[config.mk]
export PLATFORM = sky130hd
export DESIGN_NAME = exit_marker_stream_scanner_unit
export DESIGN_NICKNAME = d
export VERILOG_FILES = /design/src/emss_pkg.sv /design/src/exit_marker_stream_scanner_unit.sv
export SDC_FILE = /design/constraint.sdc
export NUM_CORES = 1
export LEC_CHECK = 0
export ABC_CLOCK_PERIOD_IN_PS = 7300
export BUFFER_PORTS_ARGS = -buffer_cell sky130_fd_sc_hd__buf_2
export CORE_AREA = 2 2 179 181
export CTS_BUF_LIST = sky130_fd_sc_hd__clkbuf_4
export CTS_CLUSTER_SIZE = 25
export DETAILED_ROUTE_END_ITERATION = 10
export DIE_AREA = 0 0 181 183
export GPL_TIMING_DRIVEN = 0
export REMOVE_ABC_BUFFERS = 1
export SYNTH_ARGS = -nofsm -noshare
export SYNTH_HDL_FRONTEND = slang
export SYNTH_SLANG_ARGS = --single-unit
[constraint.sdc]
create_clock -name clk -period 7.3 [get_ports clk]
set_input_delay 1.46 -clock clk [delete_from_list [all_inputs] [get_ports clk]]
set_output_delay 1.46 -clock clk [all_outputs]
set_load 0.02 [all_outputs]
[src/emss_pkg.sv]
// shared types, marker constants and match-length function for the exit marker scanner
package emss_pkg;

  localparam int MarkerLen = 22;
  localparam int LenW      = 5;

  // marker text as ascii codes, first character at index 0
  localparam logic [0:MarkerLen-1][7:0] MARKER = {
    8'h5F, 8'h5F, 8'h45, 8'h54, 8'h5F, 8'h50, 8'h41, 8'h53, 8'h53, 8'h45, 8'h4E,
    8'h47, 8'h45, 8'h52, 8'h5F, 8'h45, 8'h58, 8'h49, 8'h54, 8'h5F, 8'h5F, 8'h3A
  };

  localparam logic [7:0] NEWLINE_BYTE    = 8'h0A;
  localparam logic [7:0] ZERO_BYTE       = 8'h00;
  localparam logic [7:0] SPACE_BYTE      = 8'h20;
  localparam logic [7:0] TAB_BYTE        = 8'h09;
  localparam logic [7:0] VTAB_BYTE       = 8'h0B;
  localparam logic [7:0] FFEED_BYTE      = 8'h0C;
  localparam logic [7:0] CRET_BYTE       = 8'h0D;
  localparam logic [7:0] PLUS_BYTE       = 8'h2B;
  localparam logic [7:0] MINUS_BYTE      = 8'h2D;
  localparam logic [7:0] DIGIT0_BYTE     = 8'h30;
  localparam logic [7:0] DIGIT9_BYTE     = 8'h39;
  localparam logic [31:0] NO_DIGIT_STATUS = 32'd255;

  localparam logic OP_DATA  = 1'b0;
  localparam logic OP_REARM = 1'b1;

  typedef enum logic [2:0] {
    PH_PASS   = 3'b001,
    PH_SCAN   = 3'b010,
    PH_STATUS = 3'b100
  } phase_t;

  typedef struct packed {
    logic ovf;
    logic stop;
    logic digit;
    logic neg;
    logic sign;
  } parse_flags_t;

  // row h, bit k: marker[h+1-k .. h-1] equals marker[0 .. k-2], with k <= h+1
  function automatic logic [MarkerLen-1:0][MarkerLen-1:0] build_border();
    logic [MarkerLen-1:0][MarkerLen-1:0] tbl;
    logic ok;
    tbl = '0;
    for (int h = 0; h < MarkerLen; h++) begin
      for (int k = 1; k < MarkerLen; k++) begin
        ok = (k <= h + 1);
        for (int j = 0; j < MarkerLen; j++) begin
          if (ok && (j <= k - 2) && (MARKER[h + 1 - k + j] != MARKER[j])) begin
            ok = 1'b0;
          end
        end
        tbl[h][k] = ok;
      end
    end
    return tbl;
  endfunction

  localparam logic [MarkerLen-1:0][MarkerLen-1:0] BORDER = build_border();

  // longest marker prefix that ends the held prefix of length h followed by c
  function automatic logic [LenW-1:0] next_len(logic [LenW-1:0] h, logic [7:0] c);
    logic [LenW-1:0] n;
    n = '0;
    for (int k = 1; k < MarkerLen; k++) begin
      if (BORDER[h][k] && (c == MARKER[k - 1])) begin
        n = LenW'(k);
      end
    end
    return n;
  endfunction

endpackage

[src/exit_marker_stream_scanner_unit.sv]
// exit marker stream scanner: marker match, byte release, status line parse
// result: the first result word of an accepted word is registered, visible the cycle after acceptance
// throughput: one word per cycle while the output is taken; a mismatch that releases
//   more than one byte keeps in_ready low while the release drains
// the output register frees as its word is taken, so passthrough runs back to back
// reset (rst_n low, synchronous): passthrough phase, no held bytes, parse cleared,
//   no output pending
module exit_marker_stream_scanner_unit (
  input  logic        clk,
  input  logic        rst_n,
  input  logic        in_valid,
  output logic        in_ready,
  input  logic        in_operation,
  input  logic [7:0]  in_data_byte,
  output logic        out_valid,
  input  logic        out_ready,
  output logic [7:0]  out_byte,
  output logic        out_byte_valid,
  output logic        out_status_valid,
  output logic [31:0] out_exit_status,
  output logic        out_last
);
  import emss_pkg::*;

  // scanner state
  phase_t          phase_r, phase_nxt;
  logic [LenW-1:0] match_len_r, match_len_nxt;
  logic [63:0]     acc_r, acc_nxt;
  parse_flags_t    flags_r, flags_nxt;

  // release drain: index of next held byte to send, count, prefix length, new byte
  logic            pend_act_r, pend_act_nxt;
  logic [LenW-1:0] pend_idx_r, pend_idx_nxt;
  logic [LenW-1:0] pend_end_r, pend_end_nxt;
  logic [LenW-1:0] pend_h_r, pend_h_nxt;
  logic [7:0]      pend_c_r, pend_c_nxt;

  // output register
  logic        out_valid_r, out_valid_nxt;
  logic [7:0]  out_byte_r, out_byte_nxt;
  logic        out_bv_r, out_bv_nxt;
  logic        out_sv_r, out_sv_nxt;
  logic [31:0] out_st_r, out_st_nxt;
  logic        out_last_r, out_last_nxt;

  logic            out_free;
  logic            in_fire;
  logic            full_match;
  logic [LenW-1:0] scan_n;
  logic [LenW-1:0] rel_cnt;
  logic            is_digit;
  logic            is_blank;
  logic [3:0]      digit_val;
  logic [67:0]     acc_mac;
  logic [31:0]     status_val;
  logic            drain_last;
  logic [7:0]      drain_byte;

  // result produced directly by the accepted word
  logic        res_valid;
  logic [7:0]  res_byte;
  logic        res_bv;
  logic        res_sv;
  logic [31:0] res_st;
  logic        res_last;

  assign out_free = !out_valid_r || out_ready;
  // the drain owns the output register until the last released byte is loaded
  assign in_ready = out_free && !pend_act_r;
  assign in_fire  = in_valid && in_ready;

  // kmp step over the held prefix plus the new byte
  assign full_match = (match_len_r == LenW'(MarkerLen - 1))
                    && (in_data_byte == MARKER[MarkerLen - 1]);
  assign scan_n     = next_len(match_len_r, in_data_byte);
  // bytes released: held + 1 - kept
  assign rel_cnt    = match_len_r + LenW'(1) - scan_n;

  // status line character classes
  assign is_digit  = (in_data_byte >= DIGIT0_BYTE) && (in_data_byte <= DIGIT9_BYTE);
  assign is_blank  = (in_data_byte == SPACE_BYTE) || (in_data_byte == TAB_BYTE)
                  || (in_data_byte == VTAB_BYTE) || (in_data_byte == FFEED_BYTE)
                  || (in_data_byte == CRET_BYTE);
  assign digit_val = 4'(in_data_byte - DIGIT0_BYTE);
  // acc*10 + digit as shift-add; any carry above bit 63 means saturation
  assign acc_mac   = {1'b0, acc_r, 3'b000} + {3'b000, acc_r, 1'b0} + {64'd0, digit_val};

  // strtoul-style result of the line so far
  always_comb begin
    if (!flags_r.digit) begin
      status_val = NO_DIGIT_STATUS;
    end else if (flags_r.ovf) begin
      status_val = '1;
    end else if (flags_r.neg) begin
      status_val = 32'd0 - acc_r[31:0];
    end else begin
      status_val = acc_r[31:0];
    end
  end

  // drained byte: held marker prefix, then the new byte when it fits nowhere
  assign drain_byte = (pend_idx_r == pend_h_r) ? pend_c_r : MARKER[pend_idx_r];
  assign drain_last = ((pend_idx_r + LenW'(1)) == pend_end_r);

  // per-word state update and direct result
  always_comb begin
    phase_nxt     = phase_r;
    match_len_nxt = match_len_r;
    acc_nxt       = acc_r;
    flags_nxt     = flags_r;
    pend_act_nxt  = pend_act_r;
    pend_idx_nxt  = pend_idx_r;
    pend_end_nxt  = pend_end_r;
    pend_h_nxt    = pend_h_r;
    pend_c_nxt    = pend_c_r;
    res_valid     = 1'b0;
    res_byte      = 8'd0;
    res_bv        = 1'b0;
    res_sv        = 1'b0;
    res_st        = 32'd0;
    res_last      = 1'b1;

    // advance the release drain
    if (pend_act_r && out_free) begin
      pend_idx_nxt = pend_idx_r + LenW'(1);
      if (drain_last) begin
        pend_act_nxt = 1'b0;
      end
    end

    if (in_fire) begin
      if (in_operation == OP_REARM) begin
        match_len_nxt = '0;
        phase_nxt     = PH_SCAN;
        acc_nxt       = '0;
        flags_nxt     = '0;
      end else begin
        unique case (phase_r)
          PH_SCAN: begin
            if (full_match) begin
              match_len_nxt = '0;
              phase_nxt     = PH_STATUS;
              acc_nxt       = '0;
              flags_nxt     = '0;
            end else begin
              match_len_nxt = scan_n;
              if (rel_cnt != '0) begin
                res_valid = 1'b1;
                res_bv    = 1'b1;
                res_byte  = (match_len_r == '0) ? in_data_byte : MARKER[0];
                res_last  = (rel_cnt == LenW'(1));
                if (rel_cnt != LenW'(1)) begin
                  pend_act_nxt = 1'b1;
                  pend_idx_nxt = LenW'(1);
                  pend_end_nxt = rel_cnt;
                  pend_h_nxt   = match_len_r;
                  pend_c_nxt   = in_data_byte;
                end
              end
            end
          end
          PH_STATUS: begin
            if (in_data_byte == NEWLINE_BYTE) begin
              res_valid     = 1'b1;
              res_sv        = 1'b1;
              res_st        = status_val;
              phase_nxt     = PH_PASS;
              match_len_nxt = '0;
              acc_nxt       = '0;
              flags_nxt     = '0;
            end else if (!flags_r.stop) begin
              if (in_data_byte == ZERO_BYTE) begin
                flags_nxt.stop = 1'b1;
              end else if (is_digit) begin
                if (!flags_r.ovf) begin
                  flags_nxt.digit = 1'b1;
                  if (acc_mac[67:64] != 4'd0) begin
                    flags_nxt.ovf = 1'b1;
                    acc_nxt       = '1;
                  end else begin
                    acc_nxt = acc_mac[63:0];
                  end
                end
              end else if (!flags_r.sign && !flags_r.digit && is_blank) begin
                // leading blank, skipped
              end else if (!flags_r.sign && !flags_r.digit
                           && ((in_data_byte == PLUS_BYTE)
                               || (in_data_byte == MINUS_BYTE))) begin
                flags_nxt.sign = 1'b1;
                if (in_data_byte == MINUS_BYTE) begin
                  flags_nxt.neg = 1'b1;
                end
              end else begin
                flags_nxt.stop = 1'b1;
              end
            end
          end
          default: begin
            // passthrough
            res_valid = 1'b1;
            res_bv    = 1'b1;
            res_byte  = in_data_byte;
          end
        endcase
      end
    end
  end

  // output register load: drain first, then the direct result
  always_comb begin
    out_valid_nxt = out_valid_r;
    out_byte_nxt  = out_byte_r;
    out_bv_nxt    = out_bv_r;
    out_sv_nxt    = out_sv_r;
    out_st_nxt    = out_st_r;
    out_last_nxt  = out_last_r;
    if (pend_act_r && out_free) begin
      out_valid_nxt = 1'b1;
      out_byte_nxt  = drain_byte;
      out_bv_nxt    = 1'b1;
      out_sv_nxt    = 1'b0;
      out_st_nxt    = 32'd0;
      out_last_nxt  = drain_last;
    end else if (res_valid) begin
      out_valid_nxt = 1'b1;
      out_byte_nxt  = res_byte;
      out_bv_nxt    = res_bv;
      out_sv_nxt    = res_sv;
      out_st_nxt    = res_st;
      out_last_nxt  = res_last;
    end else if (out_ready) begin
      out_valid_nxt = 1'b0;
    end
  end

  // control state
  always_ff @(posedge clk) begin
    if (!rst_n) begin
      phase_r     <= PH_PASS;
      match_len_r <= '0;
      acc_r       <= '0;
      flags_r     <= '0;
      pend_act_r  <= 1'b0;
      out_valid_r <= 1'b0;
    end else begin
      phase_r     <= phase_nxt;
      match_len_r <= match_len_nxt;
      acc_r       <= acc_nxt;
      flags_r     <= flags_nxt;
      pend_act_r  <= pend_act_nxt;
      out_valid_r <= out_valid_nxt;
    end
  end

  // payload, no reset needed
  always_ff @(posedge clk) begin
    pend_idx_r <= pend_idx_nxt;
    pend_end_r <= pend_end_nxt;
    pend_h_r   <= pend_h_nxt;
    pend_c_r   <= pend_c_nxt;
    out_byte_r <= out_byte_nxt;
    out_bv_r   <= out_bv_nxt;
    out_sv_r   <= out_sv_nxt;
    out_st_r   <= out_st_nxt;
    out_last_r <= out_last_nxt;
  end

  assign out_valid        = out_valid_r;
  assign out_byte         = out_byte_r;
  assign out_byte_valid   = out_bv_r;
  assign out_status_valid = out_sv_r;
  assign out_exit_status  = out_st_r;
  assign out_last         = out_last_r;

endmodule
==> results of run 1 <==
cell type report:
cell class              count  area [µm²]
diodes                      1        2.50
clock buffers              18         135
clock inverters            14         146
fillers                  3227       17700
inverters                  45         169
multi-input cells        1261        8560
flip-flops and latches    165        3570
well taps                 402         503
repair buffers             62         403
kinds of logic after synthesis:
group | Yosys count | synth area share
AO/OA/AOI/OAI | 447 | 0.236
XOR/XNOR | 107 | 0.0750
adder cells (fa/ha/maj) | 152 | 0.151
buffers and inverters | 129 | 0.0452
flip-flops | 165 | 0.282
multiplexers | 9 | 0.00720
AND/OR/NAND/NOR | 546 | 0.203
per-stage QoR:
step                 util  worst slack (ps)  power (mW)  instances
floorplan               -              1320        1.01       1471
global placement    0.419              -582        1.05       1930
detailed placement  0.423              -605        1.05       1935
CTS                 0.432              60.0        1.61       1967
global route        0.432               149        1.66       1968
finish              0.432               678        1.59       1968
synth_stat cells, types with 6 or more instances:
cell,n
or4_1,10
nor4_1,13
o21bai_1,8
nand3_1,19
xnor2_1,62
o211ai_1,19
xor2_1,43
a21o_1,46
and3_1,15
or3_1,11
nand2b_1,15
a31oi_1,18
nor2_1,147
nor2b_1,14
mux2i_1,8
clkbuf_1,54
o21ai_1,11
o21ai_0,78
a211oi_1,8
or2_2,6
o21a_1,10
nand2_1,180
inv_1,45
a21oi_1,104
a22oi_1,46
dfxtp_1,138
nor3_1,59
edfxtp_1,27
and2_1,9
buf_2,14
o22ai_1,7
nand4_1,26
o2bb2ai_1,25
buf_6,7
o31ai_1,10
ha_1,148
worst max-delay path: cells and delay by family:
kind | cells | cell delay, ps
AO/OA/AOI/OAI | 6 | 1460
adder cells (fa/ha/maj) | 3 | 950
buffers and inverters | 5 | 700
AND/OR/NAND/NOR | 5 | 2330
final timing paths:
path / from / end / slack (ps) / depth (start not counted)
worst max-delay path: in_data_byte[4] / out_byte[4]$_DFFE_PP_ / 680 / 19
worst min-delay path: out_byte_valid$_SDFFE_PP1P_ / out_byte_valid$_SDFFE_PP1P_ / 460 / 2
worst max register to register: flop / out_byte[4]$_DFFE_PP_ / 2200 / 17
worst min register to register: out_byte_valid$_SDFFE_PP1P_ / out_byte_valid$_SDFFE_PP1P_ / 460 / 2
power groups by stage:
stage	sequential (mW)	clock [mW]	combinational [mW]
floorplan	0.959	0	0.0518
global placement	0.958	0	0.0879
detailed placement	0.959	0	0.0953
CTS	0.939	0.576	0.0958
global route	0.941	0.613	0.106
finish	0.939	0.555	0.0954
layer usage:
| layer | track usage | wire length (µm) | up-vias |
|---|---|---|---|
| li1 | - | - | 5682 |
| met2 | 0.341 | 15500 | 210 |
| met3 | 0.0272 | 1010 | 29 |
| met1 | 0.275 | 16100 | 5383 |
| met4 | 0.0569 | 554 | 0 |
| met5 | 0 | 0 | - |
==> flow_summary.ini, run 1 <==
[status]
outcome = complete, no violations

[setup_path]
arrival_ps = 6900
critPathMaxFanout = 33
cpMostUsedCell = inv_1
critPathRequiredTime_ps = 7580
path_cells = buf_2 -> nor4b_1 -> nand4b_1 -> a21boi_0 -> o31a_1 -> o21ai_0 -> a21oi_1 -> ha_1 -> inv_1 -> ha_1 -> inv_1 -> fa_1 -> inv_1 -> or3_1 -> nor3_1 -> o21ai_2 -> a21oi_1 -> and2_2 -> inv_1
crit_path_end_kind = flop
critPathKind = input pin to flop
critPathSlowestCell = nor4b_1
start_kind = input pin
cp_slowest_stage_delay_ps = 830

[drt]
first_iter_violations = 783
route.detailed.drc = 0
ant_nets = 0
vias_per_cell = 5.74
wire_per_inst_um = 16.8
vias = 11300
routed_wirelength_um = 33100
dr.pass1.iters = 5

[final_layout]
drive_above_1_share = 0.0786
syn_to_final_growth_pct = 6.28
fin_nets = 1716
fin_area_um2 = 13500
layout_common_cells = nand2_1 (180), ha_1 (148), nor2_1 (145)
final_common_cell = nand2_1

[clock_network]
clockBufferDepth = 2
clk_latency_ps = 600
cts_root_buf = clkbuf_4
cts_hold_buf = 0
htreeDepth = 4
cts_buffers = 17
cts.repair.resized = 0
clock_sinks = 165
postCtsSetupRepairBufs = 0
cts_tree = done
path_clk_slew_ps = 160

[timing]
skew_ps = 21.2
layout_min_cycle_time_ps = 6620
fin_crit_sh = 0.907
tns_ps = 0
slew_headroom = 0.125
rsz0062_at_grt = no
worstMarginPinSlew_ps = 1310
timing.hold.ws_ps = 462
setup_viol = 0
drv_slew = 0
hold_viol = 0
fmax_mhz = 151

[floorplanning]
rows = 65
die_height_um = 183
die-area_um2 = 33100
start_util = 0.406
die_w_um = 181
ios = 58
core_area_um2 = 31200

[synth]
ys_seq_elements = 165
ys.warnings.count = 0
synthTopCellsByArea = dfxtp_1 (22%), ha_1 (15%), edfxtp_1 (6.4%), nand2_1 (5.3%), nor2_1 (4.3%)
synth-edff-count = 27
async_flop_share = 0
syn_area_per_cell_um2 = 8.16
synth_cell_type_count = 91
synth_area_leader_cell = dfxtp_1
synthesis.area_um2 = 12700
synthCells = 1555
synth_top_flop_cell = dfxtp_1
synth_top_area_frac = 0.218
ys_seq_area_frac = 0.282

[global_route]
grt_util_all_layers = 0.203
grt_pass1_vias = 10800
grt_pass1_wl_um = 55400
antenna_found_initial = 1
grt_max_degree = 34
grt-ovfl-total = 0

[power]
clock_power_share = 0.349
swShare = 0.280
power.switching_mw = 0.444
power.density_nw_per_um2 = 118
pwr-share-comb = 0.060
p_leak_nw = 6.32
pwr-share-seq = 0.591
vdd_drop_max_v = 0.0000817
intPower_mw = 1.15

[placed_design]
postPlaceCellArea_um2 = 13200
dp_hpwl_um = 25400
io_buffer_count = 57
gp_congestion = 0.905

[job]
maxCapViolations = 0

[hold_path]
hold_class = flop to flop
Note: power is estimated with default switching activity, not from simulation.
==> inputs of run 2 (changes only) <==
CORE_AREA = 2 2 149 151   (was 2 2 179 181)
DIE_AREA = 0 0 151 153   (was 0 0 181 183)
PLACE_DENSITY = 0.77   (was default)
==> run 2 against run 1 <==
Via count rose by 2.4%. First-iteration DRC count is 2.2% lower. Count of clock-buffer cells in the layout is the same. Register-to-register slack worse by 40 ps. Utilization is 19 points higher.
==> flow_summary.ini, run 2 (same netlist as run 1, synthesis figures left out) <==
[power]
pwr-share-seq = 0.597
power.density_nw_per_um2 = 118
clock_power_share = 0.344
pwr-share-comb = 0.059
p_leak_nw = 6.31
vdd_drop_max_v = 0.0000702
power.switching_mw = 0.458
intPower_mw = 1.11
swShare = 0.291

[clock_network]
postCtsSetupRepairBufs = 0
cts.repair.resized = 0
cts_root_buf = clkbuf_4
path_clk_slew_ps = 160
clk_latency_ps = 610
cts_hold_buf = 0
cts_tree = done
clock_sinks = 165
htreeDepth = 4
cts_buffers = 17
clockBufferDepth = 2

[global_route]
grt-ovfl-total = 0
grt_pass1_vias = 11100
grt_util_all_layers = 0.285
grt_pass1_wl_um = 53900
grt_max_degree = 38
antenna_found_initial = 1

[setup_path]
crit_path_end_kind = flop
start_kind = input pin
critPathKind = input pin to flop
critPathMaxFanout = 33
critPathRequiredTime_ps = 7580
arrival_ps = 6860

[placed_design]
place_inst = 1812
io_buffer_count = 57
gp_congestion = 0.930
dp_hpwl_um = 24300
dp_slack_ps = -449

[drt]
vias_per_cell = 6.27
first_iter_violations = 766
ant_nets = 0
routed_wirelength_um = 32500
wire_per_inst_um = 17.6
dr.pass1.iters = 6
route.detailed.drc = 0
vias = 11600

[timing]
rsz0062_at_grt = no
setup_viol = 0
worstMarginPinSlew_ps = 1220
hold_viol = 0
fin_crit_sh = 0.902
drv_slew = 0
slew_headroom = 0.187
worst_slack_ps = 717
skew_ps = 33.2
layout_min_cycle_time_ps = 6580
fmax_mhz = 152
tns_ps = 0

[status]
outcome = complete, no violations

[final_layout]
fin_nets = 1716
final_cells = 1846
n_fill_cell = 1952
drive_above_1_share = 0.0780
layout_common_cells = nand2_1 (180), ha_1 (148), nor2_1 (145)
final_common_cell = nand2_1
syn_to_final_growth_pct = 4.79

[floorplanning]
die_height_um = 153
die_w_um = 151
die-area_um2 = 23100
rows = 54
start_util = 0.591
core_area_um2 = 21500
ios = 58

[hold_path]
hold_class = flop to flop

[job]
maxCapViolations = 0
run 2: cell type report:
| cell class | count | area [µm²] | area share |
|---|---|---|---|
| Antenna cell | 1 | 2.50 | 0.000188 |
| Clock buffer | 18 | 135 | 0.0102 |
| Clock inverter | 14 | 141 | 0.0106 |
| Inverter | 45 | 169 | 0.0127 |
| Multi-Input combinational cell | 1261 | 8560 | 0.643 |
| Sequential cell | 165 | 3570 | 0.269 |
| Tap cell | 280 | 350 | 0.0263 |
| Timing Repair Buffer | 62 | 372 | 0.0279 |
run 2: power by group through the flow:
stage	Combinational (mW)	Sequential, mW	Clock, mW
6_report	0.0924	0.939	0.541
4_1_cts	0.0917	0.939	0.550
3_3_place_gp	0.0866	0.958	0
5_1_grt	0.101	0.941	0.585
2_1_floorplan	0.0518	0.959	0
3_5_place_dp	0.0914	0.959	0
run 2: worst paths after layout:
path	slack, ps	startpoint	endpoint	depth (start not counted)
setup / recovery	720	in_data_byte[4]	out_byte[3]$_DFFE_PP_	19
hold / removal	460	out_byte_valid$_SDFFE_PP1P_	out_byte_valid$_SDFFE_PP1P_	2
setup reg to reg	2160	flop	out_byte[3]$_DFFE_PP_	18
hold reg to reg	460	out_byte_valid$_SDFFE_PP1P_	out_byte_valid$_SDFFE_PP1P_	2
run 2: stage by stage:
step            util  hold slack (ps)  power, mW  instance area, µm²
2_1_floorplan      -              446       1.01               12300
3_3_place_gp   0.602              430       1.05               12900
3_5_place_dp   0.606              434       1.05               13000
4_1_cts        0.618              465       1.58               13300
5_1_grt        0.619              485       1.63               13300
6_report       0.619              459       1.57               13300
run 2: critical path, stage by stage:
cell and delay, ps:
buf_2 180, nor4b_1 880, nand4b_1 160, a21boi_0 370, o31a_1 190, o21ai_0 90
a21oi_1 270, ha_1 290, inv_1 70, ha_1 170, inv_1 50, fa_1 480
inv_1 50, or3_1 380, nor3_1 230, o21ai_2 90, a21oi_1 340, and2_2 710
inv_1 390
run 2: layer usage:
layer / vias to the layer above / share of wire / GRT usage
li1: 5692 / - / -
met1: 5428 / 0.45 / 0.375
met2: 376 / 0.48 / 0.471
met3: 75 / 0.048 / 0.0373
met4: 0 / 0.029 / 0.114
met5: - / 0 / 0
